[config.mk]
export PLATFORM = sky130hd
export DESIGN_NAME = multiplayer_link_packet_framer
export DESIGN_NICKNAME = d
export VERILOG_FILES = /design/src/hdl/mlpf_pkg.sv /design/src/hdl/mlpf_front.sv /design/src/hdl/mlpf_back.sv /design/src/hdl/mlpf_outq.sv /design/src/hdl/multiplayer_link_packet_framer.sv
export SDC_FILE = /design/constraint.sdc
export NUM_CORES = 2
export LEC_CHECK = 0
export ABC_AREA = 0
export ABC_CLOCK_PERIOD_IN_PS = 15160
export BUFFER_PORTS_ARGS = -buffer_cell sky130_fd_sc_hd__buf_2
export CAP_MARGIN = 25
export CORE_UTILIZATION = 45
export DETAILED_ROUTE_END_ITERATION = 10
export GPL_ROUTABILITY_DRIVEN = 0
export PLACE_DENSITY_LB_ADDON = 0.15
export REMOVE_ABC_BUFFERS = 1
export SLEW_MARGIN = 20
export SYNTH_ARGS = -nofsm -noshare
export SYNTH_HDL_FRONTEND = slang
export SYNTH_SLANG_ARGS = --single-unit
[constraint.sdc]
create_clock -name clk -period 15.16 [get_ports clk]
set_input_delay 1.516 -clock clk [delete_from_list [all_inputs] [get_ports clk]]
set_output_delay 1.516 -clock clk [all_outputs]
set_load 0.03 [all_outputs]
[src/hdl/mlpf_pkg.sv]
// Shared types and constants for the link packet framer.
// No dependencies; every other file but the checker imports this package.
package mlpf_pkg;

	localparam int UNITS_DEF        = 4;
	localparam int PACKET_WORDS_DEF = 14;
	localparam int OUTQ_DEPTH       = 4;

	localparam logic [1:0] KIND_XFER  = 2'd0;
	localparam logic [1:0] KIND_WRITE = 2'd1;
	localparam logic [1:0] KIND_SWAP  = 2'd2;
	localparam logic [1:0] KIND_READ  = 2'd3;

	localparam logic CFG_IS_PARENT = 1'b0;
	localparam logic CFG_SYNC_WORD = 1'b1;

	localparam logic [15:0] SYNC_RESET = 16'hFEFE;

	typedef struct packed {
		logic [1:0]       kind;
		logic [3:0][15:0] recv;
		logic             link_error;
		logic [1:0]       player;
		logic [3:0]       word_index;
		logic [15:0]      write_data;
	} item_t;

	typedef struct packed {
		logic xfer;
		logic wr;
		logic swap;
		logic rd;
	} op_t;

	typedef struct packed {
		logic [15:0] send_word;
		logic        send_valid;
		logic        hard_error;
		logic        rearm;
		logic [3:0]  landed_flags;
		logic [15:0] read_data;
	} result_t;

endpackage

[src/hdl/mlpf_front.sv]
// Front end: two-entry input queue and kind decode.
// Depends on mlpf_pkg.
module mlpf_front import mlpf_pkg::*; (
	input  logic  clk,
	input  logic  arst_n,
	input  logic  push,
	input  item_t in_item,
	output logic  full,
	output logic  q_valid,
	output item_t q_item,
	output op_t   q_op,
	input  logic  q_pop
);

	item_t      ent_q [2];
	logic       wr_ptr_q, rd_ptr_q;
	logic [1:0] count_q;
	logic       do_push, do_pop;

	assign full    = (count_q == 2'd2);
	assign q_valid = (count_q != 2'd0);
	assign do_push = push && !full;
	assign do_pop  = q_pop && q_valid;
	assign q_item  = ent_q[rd_ptr_q];

	always_comb begin
		q_op = '0;
		unique case (q_item.kind)
			KIND_XFER:  q_op.xfer = 1'b1;
			KIND_WRITE: q_op.wr   = 1'b1;
			KIND_SWAP:  q_op.swap = 1'b1;
			KIND_READ:  q_op.rd   = 1'b1;
			default:    q_op      = '0;
		endcase
	end

	always_ff @(posedge clk) begin
		if (do_push) begin
			ent_q[wr_ptr_q] <= in_item;
		end
	end

	always_ff @(posedge clk or negedge arst_n) begin
		if (!arst_n) begin
			wr_ptr_q <= 1'b0;
			rd_ptr_q <= 1'b0;
			count_q  <= 2'd0;
		end else begin
			if (do_push) begin
				wr_ptr_q <= ~wr_ptr_q;
			end
			if (do_pop) begin
				rd_ptr_q <= ~rd_ptr_q;
			end
			count_q <= count_q + 2'(do_push) - 2'(do_pop);
		end
	end

endmodule

[src/hdl/mlpf_back.sv]
// Back end: send and receive buffers, counters, config registers, result build.
// Depends on mlpf_pkg.
module mlpf_back import mlpf_pkg::*; #(
	parameter int UNITS        = UNITS_DEF,
	parameter int PACKET_WORDS = PACKET_WORDS_DEF
) (
	input  logic        clk,
	input  logic        arst_n,
	input  logic        q_valid,
	input  item_t       q_item,
	input  op_t         q_op,
	output logic        q_pop,
	input  logic        cfg_valid,
	input  logic        cfg_index,
	input  logic [15:0] cfg_data,
	input  logic [2:0]  out_count,
	output logic        res_valid,
	output result_t     res
);

	localparam int PW_W = $clog2(PACKET_WORDS) + 1;
	localparam int IW   = $clog2(PACKET_WORDS);
	localparam int SAW  = $clog2(2 * PACKET_WORDS);
	localparam int RAW  = $clog2(3 * PACKET_WORDS);
	localparam int UW   = $clog2(UNITS);
	localparam logic signed [PW_W-1:0] POS_LAST = PW_W'(PACKET_WORDS - 1);
	localparam logic signed [PW_W-1:0] POS_DONE = PW_W'(PACKET_WORDS - 3);
	localparam logic signed [PW_W-1:0] POS_NONE = '1;
	localparam logic signed [PW_W-1:0] POS_ZERO = '0;

	logic        is_parent_q;
	logic [15:0] sync_q;
	logic        err_q;
	logic        send_sel_q;
	logic signed [PW_W-1:0] send_pos_q;
	logic [15:0] send_mem [2*PACKET_WORDS];

	logic        fire;
	logic        widx_ok;
	logic [IW-1:0] widx;
	logic [UNITS-1:0] unit_flags;
	logic [15:0] unit_rd_q [UNITS];

	logic        v_s2, xfer_s2, sync_hit_s2, err_s2, rearm_s2, rd_s2;
	logic [15:0] sync_s2, send_rd_s2;
	logic [3:0]  landed_s2;
	logic [1:0]  player_s2;

	// advance only when the output queue has room for this word and the one in s2
	assign fire    = q_valid && ((out_count + 3'(v_s2)) < 3'(OUTQ_DEPTH));
	assign q_pop   = fire;
	assign widx_ok = (32'(q_item.word_index) < PACKET_WORDS);
	assign widx    = IW'(q_item.word_index);

	always_ff @(posedge clk or negedge arst_n) begin
		if (!arst_n) begin
			is_parent_q <= 1'b0;
			sync_q      <= SYNC_RESET;
		end else if (cfg_valid) begin
			unique case (cfg_index)
				CFG_IS_PARENT: is_parent_q <= cfg_data[0];
				CFG_SYNC_WORD: sync_q      <= cfg_data;
				default:       sync_q      <= sync_q;
			endcase
		end
	end

	// send side
	always_ff @(posedge clk or negedge arst_n) begin
		if (!arst_n) begin
			send_sel_q <= 1'b0;
			send_pos_q <= POS_NONE;
			err_q      <= 1'b0;
		end else if (fire && q_op.xfer) begin
			err_q <= q_item.link_error;
			if (send_pos_q < POS_ZERO) begin
				send_sel_q <= ~send_sel_q;
			end
			if (send_pos_q < POS_LAST) begin
				send_pos_q <= send_pos_q + PW_W'(1);
			end
		end
	end

	always_ff @(posedge clk) begin
		if (fire && q_op.wr && widx_ok) begin
			send_mem[SAW'(send_sel_q ? 1'b0 : 1'b1) * SAW'(PACKET_WORDS) + SAW'(widx)]
				<= q_item.write_data;
		end
		if (fire && q_op.xfer && send_pos_q >= POS_ZERO) begin
			send_rd_s2 <= send_mem[SAW'(send_sel_q) * SAW'(PACKET_WORDS)
				+ SAW'(send_pos_q[IW-1:0])];
		end
	end

	// receive side, one lane per unit
	for (genvar u = 0; u < UNITS; u++) begin : g_unit
		logic signed [PW_W-1:0] pos_q;
		logic [1:0]  fill_q, comp_q, insp_q;
		logic        flag_q;
		logic [15:0] rmem [3*PACKET_WORDS];
		logic [15:0] w;
		logic        realign, wr_en, done;
		logic [IW-1:0] pos0;

		assign w       = q_item.recv[u];
		assign realign = (w == sync_q) && (pos_q > POS_DONE);
		assign pos0    = (pos_q < POS_ZERO) ? '0 : pos_q[IW-1:0];
		assign wr_en   = fire && q_op.xfer && !realign;
		assign done    = wr_en && (PW_W'(pos0) == POS_DONE);
		assign unit_flags[u] = flag_q;

		always_ff @(posedge clk) begin
			if (wr_en) begin
				rmem[RAW'(fill_q) * RAW'(PACKET_WORDS) + RAW'(pos0)] <= w;
			end
			if (fire && q_op.rd && widx_ok) begin
				unit_rd_q[u] <= rmem[RAW'(insp_q) * RAW'(PACKET_WORDS) + RAW'(widx)];
			end
		end

		always_ff @(posedge clk or negedge arst_n) begin
			if (!arst_n) begin
				pos_q  <= POS_LAST;
				fill_q <= 2'd0;
				comp_q <= 2'd1;
				insp_q <= 2'd2;
				flag_q <= 1'b0;
			end else if (fire) begin
				if (q_op.xfer) begin
					if (realign) begin
						pos_q <= POS_ZERO;
					end else if (pos_q < POS_LAST) begin
						pos_q <= pos_q + PW_W'(1);
					end
					if (done) begin
						comp_q <= fill_q;
						fill_q <= comp_q;
						flag_q <= 1'b1;
					end
				end else if (q_op.swap) begin
					insp_q <= comp_q;
					comp_q <= insp_q;
					flag_q <= 1'b0;
				end
			end
		end
	end

	// stage 2 control and captured fields
	always_ff @(posedge clk or negedge arst_n) begin
		if (!arst_n) begin
			v_s2 <= 1'b0;
		end else begin
			v_s2 <= fire;
		end
	end

	always_ff @(posedge clk) begin
		if (fire) begin
			xfer_s2     <= q_op.xfer;
			sync_hit_s2 <= (send_pos_q < POS_ZERO);
			sync_s2     <= sync_q;
			err_s2      <= q_op.xfer ? q_item.link_error : err_q;
			rearm_s2    <= q_op.xfer && is_parent_q;
			landed_s2   <= q_op.swap ? 4'(unit_flags) : 4'd0;
			rd_s2       <= q_op.rd && widx_ok && (32'(q_item.player) < UNITS);
			player_s2   <= q_item.player;
		end
	end

	assign res_valid        = v_s2;
	assign res.send_word    = !xfer_s2 ? 16'd0 : (sync_hit_s2 ? sync_s2 : send_rd_s2);
	assign res.send_valid   = xfer_s2;
	assign res.hard_error   = err_s2;
	assign res.rearm        = rearm_s2;
	assign res.landed_flags = landed_s2;
	assign res.read_data    = rd_s2 ? unit_rd_q[player_s2[UW-1:0]] : 16'd0;

endmodule

[src/hdl/mlpf_outq.sv]
// Result queue between the back end and the result ports.
// Depends on mlpf_pkg.
module mlpf_outq import mlpf_pkg::*; (
	input  logic       clk,
	input  logic       arst_n,
	input  logic       wr_valid,
	input  result_t    wr_data,
	output logic [2:0] count,
	output logic       empty,
	input  logic       pop,
	output result_t    head
);

	localparam int PTR_W = $clog2(OUTQ_DEPTH);

	result_t         ent_q [OUTQ_DEPTH];
	logic [PTR_W-1:0] wr_ptr_q, rd_ptr_q;
	logic [2:0]       count_q;
	logic             do_pop;

	assign count  = count_q;
	assign empty  = (count_q == 3'd0);
	assign do_pop = pop && !empty;
	assign head   = ent_q[rd_ptr_q];

	always_ff @(posedge clk) begin
		if (wr_valid) begin
			ent_q[wr_ptr_q] <= wr_data;
		end
	end

	always_ff @(posedge clk or negedge arst_n) begin
		if (!arst_n) begin
			wr_ptr_q <= '0;
			rd_ptr_q <= '0;
			count_q  <= '0;
		end else begin
			if (wr_valid) begin
				wr_ptr_q <= wr_ptr_q + PTR_W'(1);
			end
			if (do_pop) begin
				rd_ptr_q <= rd_ptr_q + PTR_W'(1);
			end
			count_q <= count_q + 3'(wr_valid) - 3'(do_pop);
		end
	end

endmodule

[src/hdl/multiplayer_link_packet_framer.sv]
// channel   direction  handshake           payload
// input     in         push / full         kind, recv_word_0..3, link_error, player,
//                                          word_index, write_data
// result    out        empty / pop         send_word, send_valid, hard_error, rearm,
//                                          landed_flags, read_data
// config    in         cfg_valid/cfg_ready cfg_index, cfg_data
//
// One word per cycle sustained while the result ports are popped; a result reaches
// the result ports through the input queue, the execute stage with the buffer memory
// read, then the result queue.
// Reset clears counters, buffer ids, flags and queues; buffer contents are kept.
// A stalled pop backs up through the four-entry result queue, then the input queue.
// Top level; depends on mlpf_pkg, mlpf_front, mlpf_back, mlpf_outq.
module multiplayer_link_packet_framer import mlpf_pkg::*; #(
	parameter int UNITS        = UNITS_DEF,
	parameter int PACKET_WORDS = PACKET_WORDS_DEF
) (
	input  logic        clk,
	input  logic        arst_n,
	input  logic        push,
	output logic        full,
	input  logic [1:0]  kind,
	input  logic [15:0] recv_word_0,
	input  logic [15:0] recv_word_1,
	input  logic [15:0] recv_word_2,
	input  logic [15:0] recv_word_3,
	input  logic        link_error,
	input  logic [1:0]  player,
	input  logic [3:0]  word_index,
	input  logic [15:0] write_data,
	output logic        empty,
	input  logic        pop,
	output logic [15:0] send_word,
	output logic        send_valid,
	output logic        hard_error,
	output logic        rearm,
	output logic [3:0]  landed_flags,
	output logic [15:0] read_data,
	input  logic        cfg_valid,
	output logic        cfg_ready,
	input  logic        cfg_index,
	input  logic [15:0] cfg_data
);

	item_t      in_item, q_item;
	op_t        q_op;
	logic       q_valid, q_pop, res_valid;
	result_t    res, head;
	logic [2:0] out_count;

	assign cfg_ready = 1'b1;

	assign in_item.kind       = kind;
	assign in_item.recv       = {recv_word_3, recv_word_2, recv_word_1, recv_word_0};
	assign in_item.link_error = link_error;
	assign in_item.player     = player;
	assign in_item.word_index = word_index;
	assign in_item.write_data = write_data;

	mlpf_front u_front (
		.clk(clk), .arst_n(arst_n), .push(push), .in_item(in_item), .full(full),
		.q_valid(q_valid), .q_item(q_item), .q_op(q_op), .q_pop(q_pop)
	);

	mlpf_back #(.UNITS(UNITS), .PACKET_WORDS(PACKET_WORDS)) u_back (
		.clk(clk), .arst_n(arst_n), .q_valid(q_valid), .q_item(q_item), .q_op(q_op),
		.q_pop(q_pop), .cfg_valid(cfg_valid && cfg_ready), .cfg_index(cfg_index),
		.cfg_data(cfg_data), .out_count(out_count), .res_valid(res_valid), .res(res)
	);

	mlpf_outq u_outq (
		.clk(clk), .arst_n(arst_n), .wr_valid(res_valid), .wr_data(res),
		.count(out_count), .empty(empty), .pop(pop), .head(head)
	);

	assign send_word    = head.send_word;
	assign send_valid   = head.send_valid;
	assign hard_error   = head.hard_error;
	assign rearm        = head.rearm;
	assign landed_flags = head.landed_flags;
	assign read_data    = head.read_data;

endmodule

==> out/results.txt <==
top cells by area, synth - edfxtp_1, mux4_2, nand2_1
WS Path Type - reg2reg
Peak Freq - 168 MHz
Reg2Reg Depth - 9
pwr dens - 201 nW/µm²
Yosys cell types - 76
Critical Path AT - 6.60 ns
core area - 319,000 µm²
vias in the first global route - 79,226
post-synthesis instance total - 8,490
Simple-Gate Fraction of Synth Area - 0.0783
status - finished, final reports clean
CP Data Required Time - 15.82 ns
YS warnings - 0
Comb pwr share - 0.316
hold_buf cts - 0
min Tclk post-route - 5.94 ns
post-synthesis compound-gate area fraction - 0.0316
crit end category - flop
CTS resizes - 0
Total Routed Length - 409,000 µm
main combinational cell family by area after synthesis - multiplexers
Die Wd - 569 µm
syn_area_per_cell - 17.1 µm²
# clock sinks - 3,663
H-tree level count - 5
fin worst setup slack - 9.22 ns
dpl hpwl - 244,000 µm
RSZ-0062 raised after global routing - no
die footprint - 324,000 µm²
multiplexer area fraction after synthesis - 0.102
Flop pwr share - 0.405
mapped cell area - 145,000 µm²
async set or reset register ratio after synthesis - 0.0229
DR vias - 80,141
WHS Path Cells - 2
Setup Fix Bufs, Post-CTS - 0
Skew-Pair Late Insertion Delay - 0.96 ns
Sum Neg Setup Slack - 0 ns
VDD IR max - 0.203 mV
Leak - 54.3 nW
synth-to-layout area growth - 14.0%
P_int - 21.6 mW
gr usage total - 0.250
CTS tree - done
clk root buf - clkbuf_16
FP Rows - 207
Wirelength per Cell - 30.2 µm
# setup viols final - 0
Num CTS Buffers - 384
Final ANT Viol Nets - 0
Max Buffers Root-to-Sink - 4
Final Max Slew Viols - 0
sw frac - 0.349
DRT Pass-1 Iters - 5
skew final - 0.0666 ns
Slew @ Worst Pin - 1.06 ns
grt total ovfl - 0
XOR/XNOR Fraction of Synth Area - 0.00719
area leader, netlist - edfxtp_1
sequential fraction of the synthesis area - 0.757
CP startpoint kind - flop
Post-Synth Adder-Cell Area - 0.00735
antenna violations before repair - 36
IO buf count - 151
Top Ports - 153
total power - 33.2 mW
Crit Path Max Fanout - 39
Setup WS pre-CTS - 9.23 ns
Most used DFF post-synth - edfxtp_1
clk slew on worst S/H paths - 0.06 ns
fin nets - 9,084
layout cell share with drive strength beyond 1 - 0.201
hold_ws - 0.443 ns
Vias/cell - 5.92
largest net degree at the start of global routing - 146
Tcrit/Tclk final - 0.392
Hold WC Path Type - reg2reg
FF+latch count, synth - 3,663
max cap viols - 0
Initial Utilization - 0.454
relative slew slack - 0.292
Post-synth EDFFs - 3,577
Yosys top cell area share - 0.742
die height - 569 µm
1st-iter DRT viols - 9,992
first-pass GRT wire length - 583,000 µm
DR DRC count - 0
Final Hold Fails - 0
Clock power frac - 0.280
P_sw - 11.6 mW
## synth_stat cells, drive strengths merged (60+ instances only)
master and count:
a31oi 120, mux2 113, mux4 476, nor2 188
nand2 1473, buf 220, ha 69, inv 81
a32oi 62, clkbuf 256, nor3 91, a21oi 117
mux2i 270, nand4 146, o22ai 62, o21ai 77
xor2 78, nand3 462, edfxtp 3577, o211ai 60
## logic make-up after synthesis
group | count (synthesis)
AO/OA/AOI/OAI | 654
XOR/XNOR | 118
adder cells (fa/ha/maj) | 79
buffers and inverters | 557
flip-flops | 3663
multiplexers | 859
other | 1
AND/OR/NAND/NOR | 2559
## registers in the layout, indices dropped and copies added, names as in the netlist, 3 cells and up, named ones only
signal and count:
u_back.sync_s2 16, u_outq.count 3, u_back.g_unit.insp_q 8, u_back.g_unit.fill_q 8, u_back.unit_rd_q 64, u_back.send_mem 448, u_back.send_rd_s2 16, u_back.send_pos_q 5
u_back.landed_s2 4, u_back.g_unit.pos_q 20, u_outq.ent_q 156, u_front.ent_q 178, u_back.g_unit.comp_q 8, u_back.g_unit.rmem 2688, u_back.sync_q 16, u_back.g_unit.flag_q 4
## worst paths after layout
kind,startpoint,endpoint,slack [ns]
setup / recovery,u_front.rd_ptr_q,u_back.unit_rd_q[1][5],9.22
hold / removal,u_back.player_s2[1],flop,0.44
setup reg to reg,u_front.rd_ptr_q,u_back.unit_rd_q[1][5],9.22
hold reg to reg,u_back.player_s2[1],flop,0.44
max in group asynchronous,arst_n,u_front.rd_ptr_q,13.22
min in group asynchronous,arst_n,u_back.is_parent_q,0.55
## cells in the final DEF (no fill, tap or decap), types with 72 or more instances in the layout
cell,n
mux2_2,101
inv_1,81
a21oi_1,116
buf_4,320
mux2i_1,265
nand4_1,143
clkbuf_16,391
a31oi_1,120
nand2_1,1473
nand3_1,462
xor2_1,72
edfxtp_1,3577
buf_2,151
clkinv_1,91
nor2_1,168
clkbuf_1,79
mux4_2,476
## worst max-delay path, cell delays in order (launching register included)
cell and delay [ns]:
dfrtp_4 0.82, buf_4 0.66, mux2i_2 0.17, fa_4 1.30, buf_4 0.66, nor2b_2 0.83
buf_4 0.40, a32oi_1 0.16, a311oi_1 0.40, o41ai_1 0.14
## metrics by stage
stage,cell area (µm²),utilization,cells
finish,165000,0.517,13530
floorplan,143000,-,8014
global route,165000,0.517,13520
CTS,165000,0.517,13490
detailed placement,152000,0.478,12782
global placement,152000,0.477,12773
## final cells by class
class                           count  area [µm²]
Sequential cell                  3663      110000
Fill cell                       25849      154000
Timing Repair Buffer              494        3540
Clock inverter                    234        2280
Inverter                           81         304
Antenna cell                       30        75.1
Multi-Input combinational cell   4270       33800
Tap cell                         4284        5360
Clock buffer                      474       10100
## per-layer routing
layer / vias to the layer above / track usage / routed length [µm]
met4: 8 / 0.0998 / 16900
met1: 42060 / 0.352 / 170000
met5: - / 0 / 51
met2: 3409 / 0.397 / 193000
li1: 34040 / - / -
met3: 624 / 0.0348 / 29600
## power by group through the flow
stage | combinational [mW] | sequential [mW] | clock [mW]
detailed placement | 10.5 | 13.6 | 0
global placement | 10.3 | 13.6 | 0
global route | 11.1 | 13.5 | 9.79
CTS | 10.5 | 13.4 | 9.42
floorplan | 7.24 | 13.5 | 0
finish | 10.5 | 13.4 | 9.29
No activity file was read; power rests on OpenSTA's default activity.
